File: config.mk
export PLATFORM = sky130hd
export DESIGN_NAME = line_column_field_selector_core
export DESIGN_NICKNAME = d
export VERILOG_FILES = /design/src/design/lcfs_pkg.sv /design/src/design/line_column_field_selector_core.sv /design/src/design/lcfs_cmd_fifo.sv /design/src/design/lcfs_front.sv /design/src/design/lcfs_back.sv
export VERILOG_INCLUDE_DIRS = /design/src /design/src/design
export SDC_FILE = /design/constraint.sdc
export NUM_CORES = 2
export LEC_CHECK = 0
export ABC_AREA = 1
export BUFFER_PORTS_ARGS = -buffer_cell sky130_fd_sc_hd__buf_2
export CAP_MARGIN = 40
export CORE_MARGIN = 2
export CORE_UTILIZATION = 30
export DETAILED_ROUTE_END_ITERATION = 8
export HOLD_SLACK_MARGIN = 0.12
export PLACE_DENSITY = 0.54
export SKIP_LAST_GASP = 1
export SYNTH_ARGS = -nofsm -noshare
export SYNTH_HDL_FRONTEND = slang
export SYNTH_SLANG_ARGS = --single-unit
export TNS_END_PERCENT = 5
File: constraint.sdc
create_clock -name clk -period 10.95 [get_ports clk]
set_input_delay 3.285 -clock clk [delete_from_list [all_inputs] [get_ports clk]]
set_output_delay 3.285 -clock clk [all_outputs]
set_load 0.02 [all_outputs]
File: src/design/line_column_field_selector_core_macros.svh
// assertion macros
`ifndef LINE_COLUMN_FIELD_SELECTOR_CORE_MACROS_SVH
`define LINE_COLUMN_FIELD_SELECTOR_CORE_MACROS_SVH
`ifndef ASSERT_OFF
`define LCFS_ASSERT_IMPLIES(label, clk, rst, a, b) \
  label: assert property (@(posedge clk) disable iff (rst) (a) |-> (b)) \
    else $error("assertion failed");
`define LCFS_ASSERT_NEXT(label, clk, rst, a, b) \
  label: assert property (@(posedge clk) disable iff (rst) (a) |=> (b)) \
    else $error("assertion failed");
`else
`define LCFS_ASSERT_IMPLIES(label, clk, rst, a, b)
`define LCFS_ASSERT_NEXT(label, clk, rst, a, b)
`endif
`endif

File: src/design/lcfs_pkg.sv
package lcfs_pkg;

  localparam logic [7:0] NEWLINE = 8'd10;
  localparam logic [7:0] TAB = 8'd9;

  localparam int FL_W = 6;
  localparam int CMD_DEPTH = 4;
  localparam int CMD_PTR_W = 2;

  localparam logic [1:0] MODE_CHAR = 2'd1;
  localparam logic [1:0] MODE_FIELD = 2'd2;

  localparam logic [2:0] REG_MODE = 3'd0;
  localparam logic [2:0] REG_SEP = 3'd1;
  localparam logic [2:0] REG_DROP = 3'd2;
  localparam logic [2:0] REG_COUNT = 3'd3;

  localparam int P_FF = 3;
  localparam int P_MAIN = 4;
  localparam int P_NL = 5;

  typedef struct packed {
    logic [2:0][7:0] hold;
    logic [5:0] pend;
    logic [FL_W-1:0] ff_len;
    logic ff_tr;
    logic [7:0] main_byte;
    logic main_tr;
    logic nl_tr;
  } cmd_t;

  typedef struct packed {
    logic we;
    logic [FL_W-1:0] addr;
    logic [7:0] data;
  } ffwr_t;

  function automatic logic has(input logic [3:0][63:0] r, input logic [2:0] cnt,
                               input logic [31:0] n);
    logic res;
    logic done;
    res = 1'b0;
    done = 1'b0;
    for (int i = 0; i < 4; i++) begin
      if (!done && 3'(i) < cnt) begin
        if (n < r[i][31:0]) begin
          done = 1'b1;
        end else if (r[i][63:32] == 32'd0 || n <= r[i][63:32]) begin
          res = 1'b1;
          done = 1'b1;
        end
      end
    end
    return res;
  endfunction

  function automatic logic [2:0] lead_len(input logic [7:0] b);
    logic [2:0] len;
    len = 3'd0;
    if (b < 8'h80) len = 3'd1;
    else if (b inside {[8'hC2:8'hDF]}) len = 3'd2;
    else if (b inside {[8'hE0:8'hEF]}) len = 3'd3;
    else if (b inside {[8'hF0:8'hF4]}) len = 3'd4;
    return len;
  endfunction

  function automatic logic cont_ok(input logic [7:0] lead, input logic [1:0] pos,
                                   input logic [7:0] b);
    logic [7:0] lo;
    logic [7:0] hi;
    lo = 8'h80;
    hi = 8'hBF;
    if (pos == 2'd1) begin
      if (lead == 8'hE0) lo = 8'hA0;
      if (lead == 8'hED) hi = 8'h9F;
      if (lead == 8'hF0) lo = 8'h90;
      if (lead == 8'hF4) hi = 8'h8F;
    end
    return b >= lo && b <= hi;
  endfunction

endpackage

File: src/design/line_column_field_selector_core.sv
// path: a taken item's command goes through the command FIFO and the back end's command
// register to the registered result ports; throughput: one item per cycle while the back
// end keeps up; bytes go out singly; input waits until a buffered first field is sent
// reset: synchronous rst clears line state, command queue and output, sets registers
// to their reset values; the first field buffer is not cleared
`include "line_column_field_selector_core_macros.svh"

module line_column_field_selector_core
  import lcfs_pkg::*;
#(
  parameter int RANGE_SLOTS = 4,
  parameter int FIRST_FIELD_DEPTH = 32,
  parameter int COUNT_WIDTH = 32
) (
  input  logic clk,
  input  logic rst,
  input  logic cfg_we,
  input  logic [2:0] cfg_index,
  input  logic [63:0] cfg_data,
  input  logic push,
  output logic full,
  input  logic kind,
  input  logic [7:0] data_byte,
  output logic empty,
  input  logic pop,
  output logic [7:0] out_byte,
  output logic last,
  output logic truncated
);

  cmd_t cmd_in, cmd_out;
  ffwr_t ffwr;
  logic cmd_push, fifo_pop, fifo_empty, fifo_full, ff_done;

  lcfs_front #(
    .RANGE_SLOTS(RANGE_SLOTS),
    .FIRST_FIELD_DEPTH(FIRST_FIELD_DEPTH),
    .COUNT_WIDTH(COUNT_WIDTH)
  ) u_front (
    .clk(clk),
    .rst(rst),
    .cfg_we(cfg_we),
    .cfg_index(cfg_index),
    .cfg_data(cfg_data),
    .push(push),
    .kind(kind),
    .data_byte(data_byte),
    .fifo_full(fifo_full),
    .ff_done(ff_done),
    .full(full),
    .cmd_push(cmd_push),
    .cmd(cmd_in),
    .ffwr(ffwr)
  );

  lcfs_cmd_fifo u_fifo (
    .clk(clk),
    .rst(rst),
    .wr_en(cmd_push),
    .wr_data(cmd_in),
    .rd_en(fifo_pop),
    .rd_data(cmd_out),
    .empty(fifo_empty),
    .full(fifo_full)
  );

  lcfs_back #(
    .FIRST_FIELD_DEPTH(FIRST_FIELD_DEPTH)
  ) u_back (
    .clk(clk),
    .rst(rst),
    .fifo_empty(fifo_empty),
    .fifo_data(cmd_out),
    .fifo_pop(fifo_pop),
    .ffwr(ffwr),
    .pop(pop),
    .empty(empty),
    .out_byte(out_byte),
    .last(last),
    .truncated(truncated),
    .ff_done(ff_done)
  );

  `LCFS_ASSERT_IMPLIES(a_wr_on_transfer, clk, rst, ffwr.we, push && !full)
  `LCFS_ASSERT_IMPLIES(a_cmd_room, clk, rst, cmd_push, !fifo_full)
  `LCFS_ASSERT_IMPLIES(a_cmd_nonempty, clk, rst, cmd_push, cmd_in.pend != 6'd0)
  `LCFS_ASSERT_NEXT(a_ff_blocks_input, clk, rst, cmd_push && cmd_in.pend[P_FF], full)

endmodule

File: src/design/lcfs_cmd_fifo.sv
module lcfs_cmd_fifo
  import lcfs_pkg::*;
(
  input  logic clk,
  input  logic rst,
  input  logic wr_en,
  input  cmd_t wr_data,
  input  logic rd_en,
  output cmd_t rd_data,
  output logic empty,
  output logic full
);

  cmd_t slots [CMD_DEPTH];
  logic [CMD_PTR_W-1:0] wp;
  logic [CMD_PTR_W-1:0] rp;
  logic [CMD_PTR_W:0] cnt;

  assign empty = (cnt == '0);
  assign full = (cnt == (CMD_PTR_W+1)'(CMD_DEPTH));
  assign rd_data = slots[rp];

  always_ff @(posedge clk) begin
    if (wr_en) slots[wp] <= wr_data;
    if (rst) begin
      wp <= '0;
      rp <= '0;
      cnt <= '0;
    end else begin
      if (wr_en) wp <= wp + 1'b1;
      if (rd_en) rp <= rp + 1'b1;
      if (wr_en && !rd_en) cnt <= cnt + 1'b1;
      else if (rd_en && !wr_en) cnt <= cnt - 1'b1;
    end
  end

endmodule

File: src/design/lcfs_front.sv
module lcfs_front
  import lcfs_pkg::*;
#(
  parameter int RANGE_SLOTS = 4,
  parameter int FIRST_FIELD_DEPTH = 32,
  parameter int COUNT_WIDTH = 32
) (
  input  logic clk,
  input  logic rst,
  input  logic cfg_we,
  input  logic [2:0] cfg_index,
  input  logic [63:0] cfg_data,
  input  logic push,
  input  logic kind,
  input  logic [7:0] data_byte,
  input  logic fifo_full,
  input  logic ff_done,
  output logic full,
  output logic cmd_push,
  output cmd_t cmd,
  output ffwr_t ffwr
);

  logic [1:0] mode;
  logic [7:0] sep;
  logic drop;
  logic [2:0] rcount;
  logic [3:0][63:0] ranges;

  logic [COUNT_WIDTH-1:0] col, col_next;
  logic [COUNT_WIDTH-1:0] fcnt, fcnt_next;
  logic sep_seen, sep_seen_next;
  logic kept, kept_next;
  logic started, started_next;
  logic [FL_W-1:0] ff_len, ff_len_next;
  logic ff_ov, ff_ov_next;
  logic [2:0][7:0] hold, hold_next;
  logic [1:0] held_cnt, held_next;
  logic [2:0] expected, exp_next;
  logic ff_wait, ff_wait_next;

  logic [2:0] rc;
  logic [4:0][COUNT_WIDTH-1:0] p;
  logic [4:0] has_p;
  logic has_one, has_fc, has_fc_new, kept_eff, accept;
  logic [COUNT_WIDTH-1:0] fc_new;
  logic [2:0] len;

  function automatic logic [COUNT_WIDTH-1:0] sat(input logic [COUNT_WIDTH-1:0] v);
    return (v == {COUNT_WIDTH{1'b1}}) ? v : v + 1'b1;
  endfunction

  assign rc = (rcount > 3'(RANGE_SLOTS)) ? 3'(RANGE_SLOTS) : rcount;
  assign full = fifo_full || ff_wait;
  assign accept = push && !full;
  assign len = lead_len(data_byte);

  always_comb begin
    for (int k = 0; k < 5; k++) begin
      p[k] = (col > {COUNT_WIDTH{1'b1}} - COUNT_WIDTH'(k)) ? {COUNT_WIDTH{1'b1}} :
             col + COUNT_WIDTH'(k);
    end
    for (int k = 0; k < 5; k++) has_p[k] = has(ranges, rc, 32'(p[k]));
    has_one = has(ranges, rc, 32'd1);
    fc_new = sep_seen ? sat(fcnt) : COUNT_WIDTH'(2);
    has_fc = has(ranges, rc, 32'(fcnt));
    has_fc_new = has(ranges, rc, 32'(fc_new));
  end

  always_comb begin
    col_next = col;
    fcnt_next = fcnt;
    sep_seen_next = sep_seen;
    kept_next = kept;
    started_next = started;
    ff_len_next = ff_len;
    ff_ov_next = ff_ov;
    hold_next = hold;
    held_next = held_cnt;
    exp_next = expected;
    kept_eff = kept;
    cmd = '0;
    cmd.hold = hold;
    cmd.ff_len = ff_len;
    cmd.main_byte = data_byte;
    ffwr.we = 1'b0;
    ffwr.addr = ff_len;
    ffwr.data = data_byte;
    if (accept) begin
      if (kind || data_byte == NEWLINE) begin
        if (!kind || started) begin
          if (mode == MODE_FIELD) begin
            if (sep_seen) begin
              cmd.pend[P_NL] = 1'b1;
            end else if (!drop) begin
              cmd.pend[P_FF] = (ff_len != '0);
              cmd.ff_tr = ff_ov;
              cmd.pend[P_NL] = 1'b1;
              cmd.nl_tr = ff_ov;
            end
          end else begin
            if (mode == MODE_CHAR) begin
              for (int i = 0; i < 3; i++) cmd.pend[i] = (2'(i) < held_cnt) && has_p[i+1];
            end
            cmd.pend[P_NL] = 1'b1;
          end
          col_next = '0;
          fcnt_next = '0;
          sep_seen_next = 1'b0;
          kept_next = 1'b0;
          started_next = 1'b0;
          ff_len_next = '0;
          ff_ov_next = 1'b0;
          held_next = '0;
          exp_next = '0;
        end
      end else begin
        started_next = 1'b1;
        case (mode)
          MODE_FIELD: begin
            if (data_byte == sep) begin
              if (!sep_seen) begin
                sep_seen_next = 1'b1;
                if (has_one) begin
                  cmd.pend[P_FF] = (ff_len != '0);
                  cmd.ff_tr = ff_ov;
                end
              end
              fcnt_next = fc_new;
              kept_eff = kept || (!sep_seen && has_one);
              kept_next = kept_eff;
              if (has_fc_new) begin
                cmd.pend[P_MAIN] = kept_eff;
                cmd.main_byte = sep;
                cmd.main_tr = !sep_seen && ff_ov;
                kept_next = 1'b1;
              end
            end else if (sep_seen) begin
              cmd.pend[P_MAIN] = has_fc;
            end else if (ff_len < FL_W'(FIRST_FIELD_DEPTH)) begin
              ffwr.we = 1'b1;
              ff_len_next = ff_len + 1'b1;
            end else begin
              ff_ov_next = 1'b1;
            end
          end
          MODE_CHAR: begin
            if (held_cnt != '0 && cont_ok(hold[0], held_cnt, data_byte)) begin
              if ({1'b0, held_cnt} + 3'd1 >= expected) begin
                col_next = p[1];
                if (has_p[1]) begin
                  for (int i = 0; i < 3; i++) cmd.pend[i] = (2'(i) < held_cnt);
                  cmd.pend[P_MAIN] = 1'b1;
                end
                held_next = '0;
                exp_next = '0;
              end else if (held_cnt < 2'd3) begin
                hold_next[held_cnt] = data_byte;
                held_next = held_cnt + 1'b1;
              end
            end else begin
              for (int i = 0; i < 3; i++) cmd.pend[i] = (2'(i) < held_cnt) && has_p[i+1];
              if (len <= 3'd1) begin
                col_next = p[3'(held_cnt) + 3'd1];
                cmd.pend[P_MAIN] = has_p[3'(held_cnt) + 3'd1];
                held_next = '0;
                exp_next = '0;
              end else begin
                col_next = p[3'(held_cnt)];
                hold_next[0] = data_byte;
                held_next = 2'd1;
                exp_next = len;
              end
            end
          end
          default: begin
            col_next = p[1];
            cmd.pend[P_MAIN] = has_p[1];
          end
        endcase
      end
    end
    cmd_push = accept && (cmd.pend != '0);
    ff_wait_next = ff_wait;
    if (ff_done) ff_wait_next = 1'b0;
    if (cmd_push && cmd.pend[P_FF]) ff_wait_next = 1'b1;
  end

  always_ff @(posedge clk) begin
    hold <= hold_next;
    if (rst) begin
      mode <= '0;
      sep <= TAB;
      drop <= 1'b0;
      rcount <= '0;
      ranges <= '0;
      col <= '0;
      fcnt <= '0;
      sep_seen <= 1'b0;
      kept <= 1'b0;
      started <= 1'b0;
      ff_len <= '0;
      ff_ov <= 1'b0;
      held_cnt <= '0;
      expected <= '0;
      ff_wait <= 1'b0;
    end else begin
      if (cfg_we) begin
        case (cfg_index)
          REG_MODE: mode <= cfg_data[1:0];
          REG_SEP: sep <= cfg_data[7:0];
          REG_DROP: drop <= cfg_data[0];
          REG_COUNT: rcount <= cfg_data[2:0];
          default: ranges[cfg_index[1:0]] <= cfg_data;
        endcase
      end
      col <= col_next;
      fcnt <= fcnt_next;
      sep_seen <= sep_seen_next;
      kept <= kept_next;
      started <= started_next;
      ff_len <= ff_len_next;
      ff_ov <= ff_ov_next;
      held_cnt <= held_next;
      expected <= exp_next;
      ff_wait <= ff_wait_next;
    end
  end

endmodule

File: src/design/lcfs_back.sv
module lcfs_back
  import lcfs_pkg::*;
#(
  parameter int FIRST_FIELD_DEPTH = 32
) (
  input  logic clk,
  input  logic rst,
  input  logic fifo_empty,
  input  cmd_t fifo_data,
  output logic fifo_pop,
  input  ffwr_t ffwr,
  input  logic pop,
  output logic empty,
  output logic [7:0] out_byte,
  output logic last,
  output logic truncated,
  output logic ff_done
);

  localparam int AW = (FIRST_FIELD_DEPTH > 1) ? $clog2(FIRST_FIELD_DEPTH) : 1;

  logic [7:0] mem [FIRST_FIELD_DEPTH];
  logic [7:0] rd_data;
  cmd_t cmd;
  logic cmd_valid, cmd_valid_next;
  logic [5:0] pend, pend_next, pend_after, cur;
  logic [FL_W-1:0] ff_i, ff_i_next;
  logic out_valid;
  logic emit, fin, load, ff_more;
  logic [7:0] sel_byte;
  logic sel_tr;

  assign empty = !out_valid;

  always_comb begin
    emit = cmd_valid && (!out_valid || pop);
    cur = pend & (~pend + 6'd1);
    ff_more = (ff_i + 1'b1) < cmd.ff_len;
    pend_after = pend & ~((cur[P_FF] && ff_more) ? 6'd0 : cur);
    fin = emit && (pend_after == '0);
    load = !fifo_empty && (!cmd_valid || fin);
    fifo_pop = load;
    ff_done = emit && cur[P_FF] && !ff_more;
    sel_byte = NEWLINE;
    sel_tr = cmd.nl_tr;
    if (cur[0]) begin
      sel_byte = cmd.hold[0];
      sel_tr = 1'b0;
    end else if (cur[1]) begin
      sel_byte = cmd.hold[1];
      sel_tr = 1'b0;
    end else if (cur[2]) begin
      sel_byte = cmd.hold[2];
      sel_tr = 1'b0;
    end else if (cur[P_FF]) begin
      sel_byte = rd_data;
      sel_tr = cmd.ff_tr;
    end else if (cur[P_MAIN]) begin
      sel_byte = cmd.main_byte;
      sel_tr = cmd.main_tr;
    end
    pend_next = load ? fifo_data.pend : (emit ? pend_after : pend);
    cmd_valid_next = load ? 1'b1 : (fin ? 1'b0 : cmd_valid);
    ff_i_next = load ? '0 : ((emit && cur[P_FF]) ? ff_i + 1'b1 : ff_i);
  end

  always_ff @(posedge clk) begin
    if (ffwr.we) mem[ffwr.addr[AW-1:0]] <= ffwr.data;
    rd_data <= mem[ff_i_next[AW-1:0]];
    if (load) cmd <= fifo_data;
    ff_i <= ff_i_next;
    if (emit) begin
      out_byte <= sel_byte;
      last <= fin;
      truncated <= sel_tr;
    end
    if (rst) begin
      cmd_valid <= 1'b0;
      pend <= '0;
      out_valid <= 1'b0;
    end else begin
      cmd_valid <= cmd_valid_next;
      pend <= pend_next;
      if (emit) out_valid <= 1'b1;
      else if (pop) out_valid <= 1'b0;
    end
  end

endmodule
* Word level (Yosys, flattened, before mapping)
Memories as Yosys holds them, arrays and structs flattened. A register that Yosys moved wholly into a read port is not among the register bits.
Cells that the tools add are included.
** Storage, ports and cells
- Flip-flop bits (word level) :: 446
- Bits in latches :: 0
- Memory bits (writable) :: 444
- ROM bits :: 0
- Input bits :: 81
- Output and inout port bits :: 12
- Logic and storage cells :: 655
- Memories kept :: 2
** Memories
- u_back.mem :: depth 32, bits a word 8, rd ports 1, clocked after Yosys merged registers in 1, wr ports 1, line lcfs_back.sv:22 : logic [7:0] mem [FIRST_FIELD_DEPTH];
- u_fifo.slots :: depth 4, bits a word 47, rd ports 1, clocked after Yosys merged registers in 1, wr ports 1, line lcfs_cmd_fifo.sv:14 : cmd_t slots [CMD_DEPTH];
** Cells by class
- $add $sub $neg :: 14
- Multiply operators :: 0
- Div/mod/pow operators :: 0
- Magnitude comparators :: 97
- Eq/ne operators :: 25
- Shift operators :: 0
- Muxes and demuxes :: 317
- Bitwise operators :: 7
- Reduce and logical (&&, ||, !) cells :: 153
** Operator list (number)
- $le 32x32->1 :: 28
- $lt 32x32->1 :: 28
- $mux 32 :: 17
- $bwmux 256 :: 1
- $mux 1 :: 222
- $gt 32x32->1 const B :: 5
- $mux 8 :: 18
- $demux 64 s2 :: 1
- $le 1x32->1 const A :: 4
- $logic_not 32->1 :: 4
- $lt 1x32->1 const A :: 4
- $bmux 32 s3 :: 1
- $mux 6 :: 14
- $add 32x1->32 const B :: 2
- $add 32x2->32 const B :: 2
- $bmux 32 s2 :: 1
- $mux 64 :: 1
- $pmux 32 s2 :: 1
- $mux 3 :: 19
- $logic_and 1x1->1 :: 47
- $logic_or 1x1->1 :: 38
- $logic_not 1->1 :: 33
- $add 32x3->32 const B :: 1
- $eq 32x32->1 const B :: 1
- 58 further kinds :: 120

* Depth between registers and ports, before layout
- Depth after elaboration :: 29
- Mapped depth :: 49
- Mapped depth without buffers :: 49

* Cells and area by module
From an unflattened synthesis, not the netlist that was laid out.
** Unflattened totals
- Cell total of the unflattened synthesis :: 9818
- Area total of the unflattened synthesis :: 80408.4 um2
** By module, submodules not included
- lcfs_front :: times used 1, cells an instance 8042, area an instance 58403.5 um2, sequential area each 7727.4 um2
- lcfs_back :: times used 1, cells an instance 1263, area an instance 14181.1 um2, sequential area each 9659.3 um2
- lcfs_cmd_fifo :: times used 1, cells an instance 513, area an instance 7823.8 um2, sequential area each 5825.6 um2

* Worst setup path after synthesis
Ideal clock, no wire load.
- Kind :: in2reg
- From :: in data_byte[4]
- To :: mem u_fifo.slots[0][0] (netlist bit), enable pin
- Setup time :: 0.414 ns
- Arrival :: 6.258 ns
- Data required time :: 10.536 ns
- Path slack :: 4.278 ns
- Stages :: 19
- Path buffers :: 1
- Path through :: inv_1 -> ha_1 -> nand2_1 -> o21ai_0 -> a21o_1 -> nand2_1 -> inv_1 -> buf_2 -> o2111ai_1 -> nand2_1 -> inv_1 -> nand3_2 -> nand2_2 -> nand2_2 -> a21oi_4 -> nor2_4 -> nand2_2 -> inv_2 -> nor2_2
** RTL lines
- start, declared :: line line_column_field_selector_core.sv:23 : input logic [7:0] data_byte,
- end, declared :: line lcfs_cmd_fifo.sv:14

* Worst setup path after layout
- From :: reg u_front.col[7]
- To :: mem u_fifo.slots[0][44] (netlist bit), enable pin
** On the way
- Longest elaborated chain between the ends :: 27
- Elaborated cells on any way between the ends :: 228
- Classes of those cells :: add/sub (4); order compare (45); mux (124); reduce/logical (55)
** RTL lines
- start, declared :: line lcfs_front.sv:30 : logic [COUNT_WIDTH-1:0] col, col_next;
- start signal, assigned :: line lcfs_front.sv:217 : col <= col_next;
- $add 32x1->32, or another cell as far along :: line lcfs_front.sv:61 : col + COUNT_WIDTH'(k);
- $mux 32 :: line lcfs_front.sv:60 : p[k] = (col > {COUNT_WIDTH{1'b1}} - COUNT_WIDTH'(k)) ? {COUNT_WIDTH{1'b1}} :
- $le 32x32->1 :: line lcfs_pkg.sv:48 : end else if (r[i][63:32] == 32'd0 || n <= r[i][63:32]) begin
- $logic_or 1x1->1 :: line lcfs_pkg.sv:48
- $mux 1 :: line lcfs_pkg.sv:48
- $mux 1 :: line lcfs_pkg.sv:46 : if (n < r[i][31:0]) begin
- $mux 1 :: line lcfs_pkg.sv:45 : if (!done && 3'(i) < cnt) begin
- $mux 1 / $logic_not 1->1 (equally long branches) :: line lcfs_pkg.sv:48, lcfs_pkg.sv:45
- [12 not listed]
- $pmux 1 s2 :: line lcfs_front.sv:119 : case (mode)
- $mux 1 :: line lcfs_front.sv:90 : if (kind || data_byte == NEWLINE) begin
- $mux 6 * :: line lcfs_front.sv:89 : if (accept) begin
- $reduce_bool 6->1 * :: line lcfs_front.sv:183 : cmd_push = accept && (cmd.pend != '0);
- $logic_and 1x1->1 * :: line lcfs_front.sv:183
- net cmd_push :: line line_column_field_selector_core.sv:33 : logic cmd_push, fifo_pop, fifo_empty, fifo_full, ff_done;
- $mux 1 * :: line lcfs_cmd_fifo.sv:24 : if (wr_en) slots[wp] <= wr_data;
- $mux 1 (implied by the code) * :: line lcfs_cmd_fifo.sv:24
Mark *: on every way through the listed nets, which the timed path passes. The rest lies on a longest branch. The select of a mux whose other input is x is not followed.

==> results by group <==
Timing
  – Final hold violations: 0
  – Tmin final: 8.81 ns
  – Final Slew Violations: 0
  – Setup TNS Final: 0 ns
  – Tcrit/Tclk final: 0.804
  – Worst clock skew: 0.0665 ns
  – Setup violators final: 0
  – Fmax: 114 MHz
  – Worst slew pin tran: 1.06 ns
  – RSZ-0062 raised after global routing: false
  – Slew margin rel.: 0.290

GRT
  – First-pass GRT wire length: 568 mm
  – Gr usage total: 0.300
  – Overflow after GRT: 0
  – Antenna violations before repair: 42
  – Largest net degree at the start of global routing: 137
  – Vias in the first global route: 74.2k

Floorplanning
  – Die width: 517 um
  – Die area: 268000 um2
  – Core Area: 262000 um2
  – Ports: 93
  – Row Count: 188
  – Die Y: 517 um
  – Initial core utilization: 0.301

Hold path
  – HP Start: u_front.started$_SDFFE_PP0P_
  – Min-Delay Endpoint: u_front.started$_SDFFE_PP0P_
  – Hold Crit Class: register to register
  – Hold path cells: 2

Routing
  – Wirelength per Cell: 30.6 um
  – First-pass iteration count of the detailed router: 9
  – DR vias: 79.3k
  – Final WL: 414 mm
  – Post-DRT Antenna Nets: 0
  – DRT iter0 DRCs: 9627
  – Vias per cell: 5.87
  – Remaining DRCs: 0

Run
  – Max cap viols: 0

Logic synthesis
  – FF+latch count, synth: 900
  – Mux cell area share after synthesis: 0.000127
  – Main flop type after synthesis: edfxtp_1
  – Yosys warning count: 0
  – Synth Net Count: 11.5k
  – Main combinational cell family by area after synthesis: adder cells
  – Syn Area/Cell: 8.21 um2
  – Netlist cell types: 75
  – Synthesized area: 79100 um2
  – Adder-Cell Fraction of Synth Area: 0.286
  – Synth Area in Compound Gates: 0.193
  – Number of synthesized flops with an enable pin: 519
  – Simple-Gate Fraction of Synth Area: 0.168
  – Synth async-reset ratio: 0
  – Post-synthesis xor/xnor area fraction: 0.00853
  – Seq/Total Area, Yosys: 0.294
  – Syn Inst Count: 9632

Setup path
  – R2R Path End: u_fifo.slots[0][44]$_DFFE_PP_
  – Startpoint Class: register
  – Setup CP Type: register to register
  – Worst-path maximum fanout: 35
  – R2R Setup Slk: 2.14 ns
  – Worst EP arrival: 9.23 ns
  – Reg2reg path depth: 27
  – WP data required: 11.37 ns
  – FF-to-FF Start: u_front.col[7]$_SDFFE_PP0P_
  – Worst setup EP type: register

Placed design
  – Placed cell count: 13.3k
  – GP Congestion: 1.04
  – DP HPWL: 309 mm
  – IO buf count: 92

CTS
  – Clock Path Buffers: 3
  – Post-cts gate resize count: 0
  – Inserted Clock Buffers: 103
  – # Post-CTS Setup Buffers: 0
  – Number of H-tree levels: 3
  – Clock-pin slew on the worst setup and hold paths: 0.07 ns
  – Insertion delay to the later sink of the worst-skew pair: 0.83 ns
  – CTS tree: built
  – Hold Buf Count CTS: 0
  – Root Buffer Master: clkbuf_16
  – Clock sinks: 900

Pwr
  – PD cells: 167 nW/um2
  – Leakage: 39.1 nW
  – Maximum vdd drop: 0.000174 V
  – PnR Total Power: 15.0 mW

Layout
  – Fill cell count: 27.3k
  – Fraction of layout cells with a size suffix above 1: 0.0722
  – Leading cell type in the layout, fill and taps excluded: ha_1
  – Fin util: 0.341
  – Post-Layout Cell Count: 13.5k
  – P&R area growth vs syn: 13.2%
  – Most frequent cells in the layout: 1803 x ha_1, 1487 x nand2_1, 1273 x a21oi_1, 813 x o21ai_0, 775 x inv_1
  – Fin nets: 11.8k

Status
  – Status: finished clean
## registers in the layout, summed over array words and instances, names as in the netlist, 2 cells and up, named ones only
register / cells
u_back.mem: 256
u_front.ranges: 256
u_fifo.slots: 188
u_back.cmd: 41
u_front.col: 32
u_front.fcnt: 32
u_front.cmd: 24
u_back.out_byte: 8
u_back.rd_data: 8
u_front.sep: 8
u_back.ff_i: 6
u_back.pend: 6
u_front.ff_len: 6
u_fifo.cnt: 3
u_front.expected: 3
u_front.rcount: 3
u_fifo.rp: 2
u_fifo.wp: 2
u_front.held_cnt: 2
u_front.mode: 2
## critical path, cell delays in order, from the launching register on
cell      delay, ns
dfxtp_1        0.91
nand2_1        0.28
nor2_2         0.25
nand3_1        0.16
nand3_4        0.53
nand3b_1       0.82
ha_1           0.60
inv_1          0.05
nor4_1         0.41
nor4b_1        0.74
buf_2          0.29
nand4_1        0.31
nand3_1        0.41
inv_1          0.07
nand2_1        0.07
nand2_1        0.04
nor2_1         0.09
nand2_1        0.09
a21oi_1        0.36
nand2_1        0.25
nand2_1        0.11
nand2_1        0.05
nand2_1        0.07
nand2_2        0.10
nand2_2        0.10
inv_2          0.09
nor2_4         0.59
buf_4          0.50
## worst max-delay path by stage
stage                                                to  slack, ns                    startpoint  cells after the start
final                     u_fifo.slots[0][44]$_DFFE_PP_       2.14   u_front.col[7]$_SDFFE_PP0P_                     27
after global routing      u_fifo.slots[0][44]$_DFFE_PP_       2.05   u_front.col[7]$_SDFFE_PP0P_                     38
after CTS                 u_fifo.slots[0][42]$_DFFE_PP_       2.42  u_front.col[27]$_SDFFE_PP0P_                     28
after detailed placement  u_fifo.slots[0][35]$_DFFE_PP_       2.42   u_front.col[7]$_SDFFE_PP0P_                     27
after global placement    u_fifo.slots[0][37]$_DFFE_PP_       0.99   u_front.col[7]$_SDFFE_PP0P_                     35
after floorplan            u_fifo.slots[0][0]$_DFFE_PP_       4.28                  data_byte[4]                     19
## Yosys cell counts (102+ instances only)
| library cell | n | area (um2) |
|---|---|---|
| nand4_1 | 220 | 1380 |
| ha_1 | 1803 | 22600 |
| a211oi_1 | 108 | 811 |
| o211ai_1 | 102 | 766 |
| a21oi_1 | 1273 | 6370 |
| dfxtp_1 | 381 | 7630 |
| clkbuf_1 | 215 | 807 |
| inv_1 | 779 | 2920 |
| o21ai_0 | 823 | 4120 |
| nand3_1 | 279 | 1400 |
| nor3_1 | 122 | 611 |
| nor2_1 | 751 | 2820 |
| edfxtp_1 | 519 | 15600 |
| nand2_1 | 1487 | 5580 |
## metrics by stage
stage	hold WS [ns]	area, um2	setup WS, ns
3_5_place_dp	0.446	85900	2.42
6_report	0.456	89500	2.14
4_1_cts	0.455	89400	2.42
3_3_place_gp	0.444	84900	0.991
5_1_grt	0.474	89500	2.05
2_1_floorplan	0.431	79100	4.28
## cell families (layout without fill, tap and decap cells)
group	after synthesis	count (layout)
flops	900	900
fa+ha+maj	1804	1804
buf+inv	1065	1421
xor+xnor	77	77
compound gates	2723	2723
other cells	0	8
mux	1	1
simple gates	3062	3062
## layout make-up
type / instances / area, um2 / area share
clock buffer: 142 / 2920 / 0.0326
timing repair buffer: 427 / 3440 / 0.0384
clock inverter: 52 / 586 / 0.00654
multi-input combinational: 7667 / 51900 / 0.580
inverter: 800 / 3020 / 0.0338
tap: 3515 / 4400 / 0.0491
antenna: 8 / 20.0 / 0.000224
sequential: 900 / 23200 / 0.259
## metal layers
metal	track usage	wire, um
met1	0.375	164000
met3	0.0696	40300
met5	0	59
met4	0.214	35100
met2	0.453	174000
## report_power, final
group | internal (mW) | leakage [nW] | switching (mW) | total [mW]
sequential | 3.87 | 7.85 | 0.132 | 4.01
combinational | 2.17 | 29.6 | 5.13 | 7.30
clock | 2.05 | 1.69 | 1.61 | 3.66
No activity file was read; power rests on OpenSTA's default activity.
